--- src/rtl/core/irtd_pkg.sv ---
`default_nettype none
package irtd_pkg;

	localparam int COORD_BITS_DEF = 16;
	localparam logic [32:0] COVER_MAX = '1;
	localparam logic [7:0] FILL_HDR = 8'h80;
	localparam logic [7:0] FILL_BIAS = 8'h7f;

	typedef enum logic [2:0] {
		CMD_START_IMAGE = 3'd0,
		CMD_START_TILE  = 3'd1,
		CMD_DATA_BYTE   = 3'd2,
		CMD_CONTINUE    = 3'd3,
		CMD_END_IMAGE   = 3'd4
	} cmd_t;

	typedef enum logic [1:0] {
		ST_OK       = 2'd0,
		ST_BAD_RECT = 2'd1,
		ST_OVERFLOW = 2'd2,
		ST_COVERAGE = 2'd3
	} status_t;

	typedef enum logic {
		REG_IMAGE_WIDTH  = 1'b0,
		REG_IMAGE_HEIGHT = 1'b1
	} reg_idx_t;

	typedef struct packed {
		logic [2:0]  command;
		logic [15:0] tile_x_first;
		logic [15:0] tile_y_first;
		logic [15:0] tile_x_last;
		logic [15:0] tile_y_last;
		logic        raw_mode;
		logic [7:0]  data_byte;
	} item_t;

	typedef struct packed {
		logic        pixel_valid;
		logic [15:0] pixel_column;
		logic [15:0] buffer_row;
		logic [1:0]  byte_lane;
		logic [7:0]  byte_value;
		logic        run_pending;
		logic [1:0]  status;
	} result_t;

	// Classified operation handed from the front to the back.
	typedef struct packed {
		cmd_t        cmd;
		logic        bad_rect;
		logic [15:0] left;
		logic [15:0] top;
		logic [16:0] cols;
		logic [16:0] rows;
		logic        raw;
		logic [7:0]  data;
		logic [33:0] area;
	} op_t;

	// Plane k (or byte k of a raw pixel) goes to lane 3,0,1,2.
	function automatic logic [1:0] lane_of(input logic [1:0] plane);
		logic [1:0] lane;
		case (plane)
			2'd0: lane = 2'd3;
			2'd1: lane = 2'd0;
			2'd2: lane = 2'd1;
			default: lane = 2'd2;
		endcase
		return lane;
	endfunction

endpackage
`default_nettype wire

--- src/rtl/core/iff_rle_planar_tile_decoder_unit.sv ---
// Channel   Direction  Handshake                      Payload
// item      in         item_valid / item_ready        item_t
// result    out        result_valid / result_ready    result_t
// config    in         APB (psel, penable, pwrite)    image_width, image_height
//
// The unit takes one transaction per clock cycle while the queue has room; the
// sustained rate is set by the back-end tile walker, which a held result stalls.
// A result passes from the front register through the queue to the result
// register; a full queue or a held result can keep it waiting between them.
// Reset is asynchronous; it clears tile state, coverage, sizes and valid bits.
// A stalled result stalls the back end; the front runs on until the queue is full.
`default_nettype none
module iff_rle_planar_tile_decoder_unit import irtd_pkg::*; #(
	parameter int COORD_BITS = COORD_BITS_DEF
) (
	input  wire logic        clk,
	input  wire logic        arst_n,
	input  wire logic        item_valid,
	output logic             item_ready,
	input  wire item_t       item,
	output logic             result_valid,
	input  wire logic        result_ready,
	output result_t          result,
	input  wire logic        psel,
	input  wire logic        penable,
	input  wire logic        pwrite,
	input  wire logic [2:0]  paddr,
	input  wire logic [31:0] pwdata,
	output logic [31:0]      prdata,
	output logic             pready
);

	// Image size registers: user writes only while the unit is idle; not enforced.
	logic [16:0] image_width_q, image_height_q;
	logic        push, fifo_full, fifo_ne, pop;
	op_t         push_op, pop_op;
	reg_idx_t    reg_idx;

	assign pready = 1'b1;
	assign reg_idx = reg_idx_t'(paddr[2]);

	always_ff @(posedge clk or negedge arst_n) begin
		if (!arst_n) begin
			image_width_q <= '0;
			image_height_q <= '0;
		end else if (psel && penable && pwrite) begin
			case (reg_idx)
				REG_IMAGE_WIDTH: image_width_q <= pwdata[16:0];
				REG_IMAGE_HEIGHT: image_height_q <= pwdata[16:0];
				default: ;
			endcase
		end
	end

	always_comb begin
		case (reg_idx)
			REG_IMAGE_WIDTH: prdata = {15'd0, image_width_q};
			REG_IMAGE_HEIGHT: prdata = {15'd0, image_height_q};
			default: prdata = '0;
		endcase
	end

	// The front masks coordinates, checks the rectangle and forms its area.
	irtd_front #(.COORD_BITS(COORD_BITS)) u_front (
		.clk(clk), .arst_n(arst_n),
		.item_valid(item_valid), .item_ready(item_ready), .item(item),
		.image_width(image_width_q), .image_height(image_height_q),
		.push(push), .push_op(push_op), .fifo_full(fifo_full)
	);

	// The queue decouples classification from the stateful walker.
	irtd_fifo u_fifo (
		.clk(clk), .arst_n(arst_n),
		.push(push), .push_op(push_op), .full(fifo_full),
		.not_empty(fifo_ne), .pop(pop), .pop_op(pop_op)
	);

	// The back end owns tile, run and coverage state and the result register.
	irtd_back #(.COORD_BITS(COORD_BITS)) u_back (
		.clk(clk), .arst_n(arst_n),
		.op_valid(fifo_ne), .op(pop_op), .pop(pop),
		.image_width(image_width_q), .image_height(image_height_q),
		.result_valid(result_valid), .result_ready(result_ready), .result(result)
	);

endmodule
`default_nettype wire

--- src/rtl/core/irtd_front.sv ---
`default_nettype none
module irtd_front import irtd_pkg::*; #(
	parameter int COORD_BITS = COORD_BITS_DEF
) (
	input  wire logic        clk,
	input  wire logic        arst_n,
	input  wire logic        item_valid,
	output logic             item_ready,
	input  wire item_t       item,
	input  wire logic [16:0] image_width,
	input  wire logic [16:0] image_height,
	output logic             push,
	output op_t              push_op,
	input  wire logic        fifo_full
);

	localparam logic [15:0] CoordMask = 16'((17'd1 << COORD_BITS) - 17'd1);

	logic        v_s1;
	op_t         op_s1;
	logic [15:0] x1, y1, x2, y2;
	logic        known;
	op_t         op_in;

	always_comb begin
		x1 = item.tile_x_first & CoordMask;
		y1 = item.tile_y_first & CoordMask;
		x2 = item.tile_x_last & CoordMask;
		y2 = item.tile_y_last & CoordMask;
		known = (item.command <= CMD_END_IMAGE);
		op_in.cmd = cmd_t'(item.command);
		op_in.bad_rect = (x1 > x2) || (y1 > y2) || ({1'b0, x2} >= image_width)
			|| ({1'b0, y2} >= image_height);
		op_in.left = x1;
		op_in.top = y1;
		op_in.cols = {1'b0, x2} - {1'b0, x1} + 17'd1;
		op_in.rows = {1'b0, y2} - {1'b0, y1} + 17'd1;
		op_in.raw = item.raw_mode;
		op_in.data = item.data_byte;
		op_in.area = '0;
	end

	assign item_ready = !v_s1 || !fifo_full;
	assign push = v_s1 && !fifo_full;

	always_comb begin
		push_op = op_s1;
		push_op.area = op_s1.cols * op_s1.rows;
	end

	always_ff @(posedge clk or negedge arst_n) begin
		if (!arst_n) begin
			v_s1 <= 1'b0;
		end else if (item_ready) begin
			v_s1 <= item_valid && known;
		end
	end

	always_ff @(posedge clk) begin
		if (item_ready && item_valid) begin
			op_s1 <= op_in;
		end
	end

endmodule
`default_nettype wire

--- src/rtl/core/irtd_fifo.sv ---
`default_nettype none
module irtd_fifo import irtd_pkg::*; (
	input  wire logic clk,
	input  wire logic arst_n,
	input  wire logic push,
	input  wire op_t  push_op,
	output logic      full,
	output logic      not_empty,
	input  wire logic pop,
	output op_t       pop_op
);

	op_t        mem [2];
	logic       wr_ptr_q, rd_ptr_q;
	logic [1:0] count_q;

	assign full = (count_q == 2'd2);
	assign not_empty = (count_q != 2'd0);
	assign pop_op = mem[rd_ptr_q];

	always_ff @(posedge clk or negedge arst_n) begin
		if (!arst_n) begin
			wr_ptr_q <= 1'b0;
			rd_ptr_q <= 1'b0;
			count_q <= 2'd0;
		end else begin
			if (push) wr_ptr_q <= !wr_ptr_q;
			if (pop) rd_ptr_q <= !rd_ptr_q;
			count_q <= count_q + {1'b0, push} - {1'b0, pop};
		end
	end

	always_ff @(posedge clk) begin
		if (push) mem[wr_ptr_q] <= push_op;
	end

	a_no_overrun: assert property (@(posedge clk) disable iff (!arst_n)
		full |-> !push) else $error("queue written while full");
	a_no_underrun: assert property (@(posedge clk) disable iff (!arst_n)
		!not_empty |-> !pop) else $error("queue read while empty");

endmodule
`default_nettype wire

--- src/rtl/core/irtd_back.sv ---
`default_nettype none
module irtd_back import irtd_pkg::*; #(
	parameter int COORD_BITS = COORD_BITS_DEF
) (
	input  wire logic        clk,
	input  wire logic        arst_n,
	input  wire logic        op_valid,
	input  wire op_t         op,
	output logic             pop,
	input  wire logic [16:0] image_width,
	input  wire logic [16:0] image_height,
	output logic             result_valid,
	input  wire logic        result_ready,
	output result_t          result
);

	localparam logic [15:0] CoordMask = 16'((17'd1 << COORD_BITS) - 17'd1);

	logic [15:0] tile_left_q, tile_top_q;
	logic [16:0] tile_cols_q, tile_rows_q, cur_column_q, cur_row_q;
	logic        raw_tile_q, await_q;
	logic [1:0]  cur_plane_q;
	logic [7:0]  fill_left_q, literal_left_q, fill_byte_q;
	logic [32:0] covered_q;
	logic [33:0] area_q;

	logic [15:0] n_left, n_top;
	logic [16:0] n_cols, n_rows, n_col, n_row;
	logic        n_raw, n_await;
	logic [1:0]  n_plane;
	logic [7:0]  n_fill, n_lit, n_fbyte;
	logic [32:0] n_cov;
	logic [34:0] cov_sum;
	logic        has_res, do_emit, clear, ovf;
	logic [7:0]  emit_val;
	logic [16:0] e_col, e_row;
	logic [1:0]  e_plane;
	result_t     res;

	always_comb begin
		n_left = tile_left_q; n_top = tile_top_q;
		n_cols = tile_cols_q; n_rows = tile_rows_q;
		n_col = cur_column_q; n_row = cur_row_q;
		n_raw = raw_tile_q; n_await = await_q; n_plane = cur_plane_q;
		n_fill = fill_left_q; n_lit = literal_left_q; n_fbyte = fill_byte_q;
		n_cov = covered_q;
		cov_sum = {2'b0, covered_q} + {1'b0, op.area};
		has_res = 1'b1;
		do_emit = 1'b0;
		clear = 1'b0;
		ovf = 1'b0;
		emit_val = op.data;
		e_col = cur_column_q; e_row = cur_row_q; e_plane = cur_plane_q;
		res = '0;
		res.status = ST_OK;
		case (op.cmd)
			CMD_START_IMAGE: begin
				has_res = 1'b0;
				n_cov = '0;
				clear = 1'b1;
			end
			CMD_START_TILE: begin
				clear = 1'b1;
				if (op.bad_rect) begin
					res.status = ST_BAD_RECT;
				end else begin
					n_cov = (cov_sum > {2'b0, COVER_MAX}) ? COVER_MAX : cov_sum[32:0];
				end
			end
			CMD_DATA_BYTE: begin
				if (tile_cols_q != '0) begin
					if (raw_tile_q) begin
						do_emit = 1'b1;
					end else if (await_q) begin
						n_await = 1'b0;
						n_fbyte = op.data;
						if (fill_left_q != '0) n_fill = fill_left_q - 8'd1;
						do_emit = 1'b1;
					end else if (fill_left_q != '0) begin
						do_emit = 1'b0;
					end else if (literal_left_q != '0) begin
						n_lit = literal_left_q - 8'd1;
						do_emit = 1'b1;
					end else if ((op.data & FILL_HDR) != '0) begin
						n_fill = op.data - FILL_BIAS;
						n_await = 1'b1;
					end else begin
						n_lit = op.data + 8'd1;
					end
				end
			end
			CMD_CONTINUE: begin
				if (tile_cols_q != '0 && !raw_tile_q && !await_q && fill_left_q != '0) begin
					n_fill = fill_left_q - 8'd1;
					emit_val = fill_byte_q;
					do_emit = 1'b1;
				end
			end
			CMD_END_IMAGE: begin
				if ({1'b0, covered_q} != area_q) res.status = ST_COVERAGE;
			end
			default: has_res = 1'b0;
		endcase

		if (do_emit) begin
			if (cur_column_q >= tile_cols_q) begin
				e_col = '0;
				e_row = cur_row_q + 17'd1;
				if (e_row >= tile_rows_q) begin
					e_row = '0;
					if (raw_tile_q || cur_plane_q == 2'd3) ovf = 1'b1;
					else e_plane = cur_plane_q + 2'd1;
				end
			end
			if (ovf) begin
				clear = 1'b1;
				res.status = ST_OVERFLOW;
			end else begin
				res.pixel_valid = 1'b1;
				res.byte_lane = lane_of(e_plane);
				res.pixel_column = (tile_left_q + e_col[15:0]) & CoordMask;
				res.buffer_row = image_height[15:0] - 16'd1 - (tile_top_q + e_row[15:0]);
				res.byte_value = emit_val;
				n_row = e_row;
				if (raw_tile_q) begin
					n_plane = e_plane + 2'd1;
					n_col = (e_plane == 2'd3) ? e_col + 17'd1 : e_col;
				end else begin
					n_plane = e_plane;
					n_col = e_col + 17'd1;
				end
			end
		end

		if (clear) begin
			n_left = '0; n_top = '0; n_cols = '0; n_rows = '0; n_raw = 1'b0;
			n_col = '0; n_row = '0; n_plane = '0;
			n_fill = '0; n_lit = '0; n_await = 1'b0; n_fbyte = '0;
		end
		if (op.cmd == CMD_START_TILE && !op.bad_rect) begin
			n_left = op.left; n_top = op.top;
			n_cols = op.cols; n_rows = op.rows; n_raw = op.raw;
		end
		res.run_pending = (n_fill != '0) && !n_await && (n_cols != '0);
	end

	assign pop = op_valid && (!result_valid || result_ready);

	always_ff @(posedge clk or negedge arst_n) begin
		if (!arst_n) begin
			tile_left_q <= '0; tile_top_q <= '0;
			tile_cols_q <= '0; tile_rows_q <= '0;
			cur_column_q <= '0; cur_row_q <= '0;
			raw_tile_q <= 1'b0; await_q <= 1'b0; cur_plane_q <= '0;
			fill_left_q <= '0; literal_left_q <= '0; fill_byte_q <= '0;
			covered_q <= '0;
			result_valid <= 1'b0;
		end else begin
			if (pop) begin
				tile_left_q <= n_left; tile_top_q <= n_top;
				tile_cols_q <= n_cols; tile_rows_q <= n_rows;
				cur_column_q <= n_col; cur_row_q <= n_row;
				raw_tile_q <= n_raw; await_q <= n_await; cur_plane_q <= n_plane;
				fill_left_q <= n_fill; literal_left_q <= n_lit; fill_byte_q <= n_fbyte;
				covered_q <= n_cov;
			end
			if (pop) result_valid <= has_res;
			else if (result_ready) result_valid <= 1'b0;
		end
	end

	always_ff @(posedge clk) begin
		area_q <= image_width * image_height;
		if (pop && has_res) result <= res;
	end

	a_write_ok: assert property (@(posedge clk) disable iff (!arst_n)
		result_valid && result.pixel_valid |-> result.status == ST_OK)
		else $error("pixel write carries an error status");
	a_no_pend_err: assert property (@(posedge clk) disable iff (!arst_n)
		result_valid && result.status == ST_OVERFLOW |-> !result.run_pending)
		else $error("overflow left a run pending");

endmodule
`default_nettype wire

--- config.mk ---
export PLATFORM = sky130hd
export DESIGN_NAME = iff_rle_planar_tile_decoder_unit
export DESIGN_NICKNAME = d
export VERILOG_FILES = /design/src/rtl/core/irtd_pkg.sv /design/src/rtl/core/iff_rle_planar_tile_decoder_unit.sv /design/src/rtl/core/irtd_front.sv /design/src/rtl/core/irtd_fifo.sv /design/src/rtl/core/irtd_back.sv
export SDC_FILE = /design/constraint.sdc
export NUM_CORES = 2
export LEC_CHECK = 0
export BUFFER_PORTS_ARGS = -buffer_cell sky130_fd_sc_hd__buf_2
export CORE_MARGIN = 2
export CORE_UTILIZATION = 56
export CTS_CLUSTER_DIAMETER = 100
export DETAILED_ROUTE_END_ITERATION = 7
export PLACE_DENSITY = 0.75
export REMOVE_ABC_BUFFERS = 1
export SLEW_MARGIN = 10
export SYNTH_ARGS = -nofsm -noshare
export SYNTH_HDL_FRONTEND = slang
export SYNTH_HIERARCHICAL = 1
export SYNTH_SLANG_ARGS = --single-unit
export TNS_END_PERCENT = 50
--- constraint.sdc ---
create_clock -name clk -period 8.2 [get_ports clk]
set_input_delay 0.41 -clock clk [delete_from_list [all_inputs] [get_ports clk]]
set_output_delay 0.41 -clock clk [all_outputs]
set_load 0.02 [all_outputs]
==> metrics.md <==
| Metric | Value |
|---|---|
| Status | `complete, no violations` |
| Worst reg2reg startpoint | `image_height_q[13]` |
| CP Buf/Inv Count | `3` |
| HP Class | `input pin to flop` |
| CTS tree | `done` |
| Area Overhead vs Synth | `8.758%` |
| Hold path cells | `3` |
| Total Wirelength | `128800 µm` |
| DIE AREA | `93140 µm²` |
| Routed Antenna Nets | `0` |
| EDFF count, synth | `351` |
| DRC errors left | `0` |
| Final period demand of the worst path | `7246 ps` |
| Reg2Reg Setup Slack | `950 ps` |
| Fraction of layout cells with a size suffix above 1 | `0.1032` |
| Number of global-route vias before repair | `37896` |
| Crit-path slowest cell | `dfrtp_1` |
| Rel. slew slack | `0.2317` |
| # port buffers | `165` |
| CTS Buffer Depth | `3` |
| Drt first pass iters | `5` |
| Worst reg2reg path depth | `20` |
| Commonest cells post-synth | `764 x inv_1, 629 x nand2_1, 467 x fa_1` |
| Ys async rst share | `0.3430` |
| CP endpoint kind | `flop` |
| Total number of vias | `36957` |
| Clk Latency, worst-skew pair | `630 ps` |
| CP delay by family, top | `adder cells` |
| GRT Total Usage | `0.2803` |
| Clock Sinks | `586` |
| Post-layout nets | `6203` |
| Synth Instances | `5032` |
| Setup crit start kind | `flop` |
| Final GP Congestion | `0.9227` |
| Slew @ Worst Pin | `1148 ps` |
| CP most frequent cell | `fa_1` |
| First-pass GRT wire length | `206000 µm` |
| Row Count | `110` |
| Die height | `305.2 µm` |
| Reg2reg end | `u_back/area_q[32]` |
| Mapped Avg Cell Area | `10.10 µm²` |
| I/O pins | `199` |
| CP Class | `flop to flop` |
| Synth area leaders | `edfxtp_1 21%, fa_1 18%, ha_1 11%` |
| Hpwl dp | `96300 µm` |
| Hold Crit Start | `item_valid` |
| Initial antenna violation count | `4` |
| CP max stage delay | `990 ps` |
| Most common cell in the netlist | `inv_1` |
| DR WL/cell | `20.12 µm` |
| Starting Density | `0.5644` |
| DR vias/cell | `5.775` |
| Number of DRC markers in iteration 0 | `2889` |
| Gr ovfl total | `0` |
| TritonCTS Buffers | `66` |
| Crit-path max FO | `21` |
| Die Wd | `305.2 µm` |
| Layout Skew | `43.77 ps` |
| Synth Warn # | `6` |
| Largest net degree at the start of global routing | `81` |
| Unrepaired setup endpoints after global routing | `no` |
| Top cell type's share of synthesized area | `0.2075` |
| Yosys reg bits | `586` |
| Worst EP arrival | `7740 ps` |
| Final worst-path cycle share | `0.8836` |
| Clk slew on worst S/H paths | `60 ps` |
| Post-synthesis cell type count | `103` |
| Max-slew violations | `0` |
| Htree depth | `3` |
| Cell taking the most area after synthesis | `edfxtp_1` |
| Main synth FF type | `edfxtp_1` |
| Setup TNS | `0 ps` |
| Final setup viols | `0` |
| Core ar. | `90010 µm²` |
| Sequential-to-total area share from yosys stat | `0.3199` |
| Post-synthesis cell area | `50800 µm²` |
| CTS Root Cell | `clkbuf_16` |
| Max Fclk | `138.0 MHz` |
| Max cap viols | `0` |
| Critical Path RT | `8690 ps` |
| Crit path cell chain | `nand2_1 -> fa_1 -> inv_1 -> fa_1 -> fa_1 -> fa_1 -> fa_1 -> inv_1 -> fa_1 -> inv_1 -> ha_1 -> a21o_1 -> a21o_1 -> a21oi_1 -> a311oi_1 -> o21a_1 -> or4b_2 -> a31oi_1 -> o21ai_0 -> xor2_1` |
| Hold Path Sink | `u_front/v_s1` |
| Endpoints failing hold | `0` |
==> registers in the layout, summed over array words and instances (netlist names), 16 cells and up <==
signal,count
u_back/tile_left_q,16
u_back/cur_column_q,17
u_back/tile_cols_q,17
u_back/area_q,34
u_fifo/mem,226
image_height_q,17
u_front/push_op,79
image_width_q,17
u_back/tile_top_q,16
u_back/covered_q,33
u_back/cur_row_q,17
u_back/tile_rows_q,17
u_back/result,46
==> metrics by stage <==
step | hold slack (ps) | std cells | worst slack, ps | instance area [µm²] | util
floorplan | 114.4 | 4855 | 34.28 | 49930 | -
global placement | 421.7 | 6250 | 1023 | 52730 | 0.5858
detailed placement | 430.2 | 6250 | 993.0 | 52730 | 0.5858
CTS | 1.842 | 6398 | 955.8 | 55250 | 0.6138
global route | 7.989 | 6399 | 548.6 | 55250 | 0.6138
finish | 24.95 | 6400 | 954.2 | 55250 | 0.6138
==> worst min-delay path: cells and delay by family <==
kind,cells,cell delay (ps)
AND/OR/NAND/NOR,2,110
buffers and inverters,1,90
==> cells in the final DEF, fill, tap and decap left out, types with 181 or more instances in the layout <==
cell / synthesis / routed
a21oi_1: 181 / 181
and2_1: 263 / 261
dfrtp_1: 201 / 200
edfxtp_1: 351 / 351
fa_1: 467 / 467
ha_1: 449 / 449
inv_1: 764 / 764
nand2_1: 629 / 629
nor2_1: 196 / 193
o21ai_0: 203 / 202
==> per-layer routing <==
layer  share of wire  up-vias  track usage
li1                -    16973            -
met1            0.40    18378       0.3622
met2            0.49     1312       0.4771
met3           0.066      290      0.04132
met4           0.038        4       0.1099
met5         0.00013        -            0
==> repair_timing <==
item / 4_1_cts / 5_1_grt
gates resized for setup: 0 / 0
hold buffers: 27 / 0
setup buffers: 0 / 0
endpoints found under the hold margin: 104 / 0
==> layout make-up <==
cell class	count	area, µm²
inverters	764	2868
clock buffers	86	1821
diodes	2	5.005
fillers	7332	34760
flip-flops and latches	586	16250
well taps	1176	1471
multi-input cells	3505	30880
clock inverters	35	429.2
repair buffers	246	1523
==> worst max path at each step <==
stage	end	startpoint	slack [ps]	cells after the start
after floorplan	u_back/raw_tile_q	u_fifo/rd_ptr_q	30	8
after global placement	u_back/area_q[32]	image_height_q[12]	1020	20
final	u_back/area_q[32]	image_height_q[13]	950	20
after CTS	u_back/area_q[32]	image_height_q[13]	960	20
after global routing	u_back/area_q[32]	image_height_q[13]	550	20
after detailed placement	u_back/area_q[32]	image_height_q[12]	990	20
==> cell families (layout without fill, tap and decap cells) <==
family          Yosys count  in the layout  share of synthesized area
flops                   586            586                     0.3199
simple gates           1459           1459                     0.1387
fa+ha+maj               916            916                     0.2946
compound gates          752            752                    0.09537
mux                     177            177                    0.04416
xor+xnor                185            185                    0.03249
other cells               2             18                  0.0001478
buf+inv                 955           1131                    0.07460
Power is left out: the tool's default activity adds up to more than one toggle a clock period on the data nets, which glitch-free logic cannot reach.
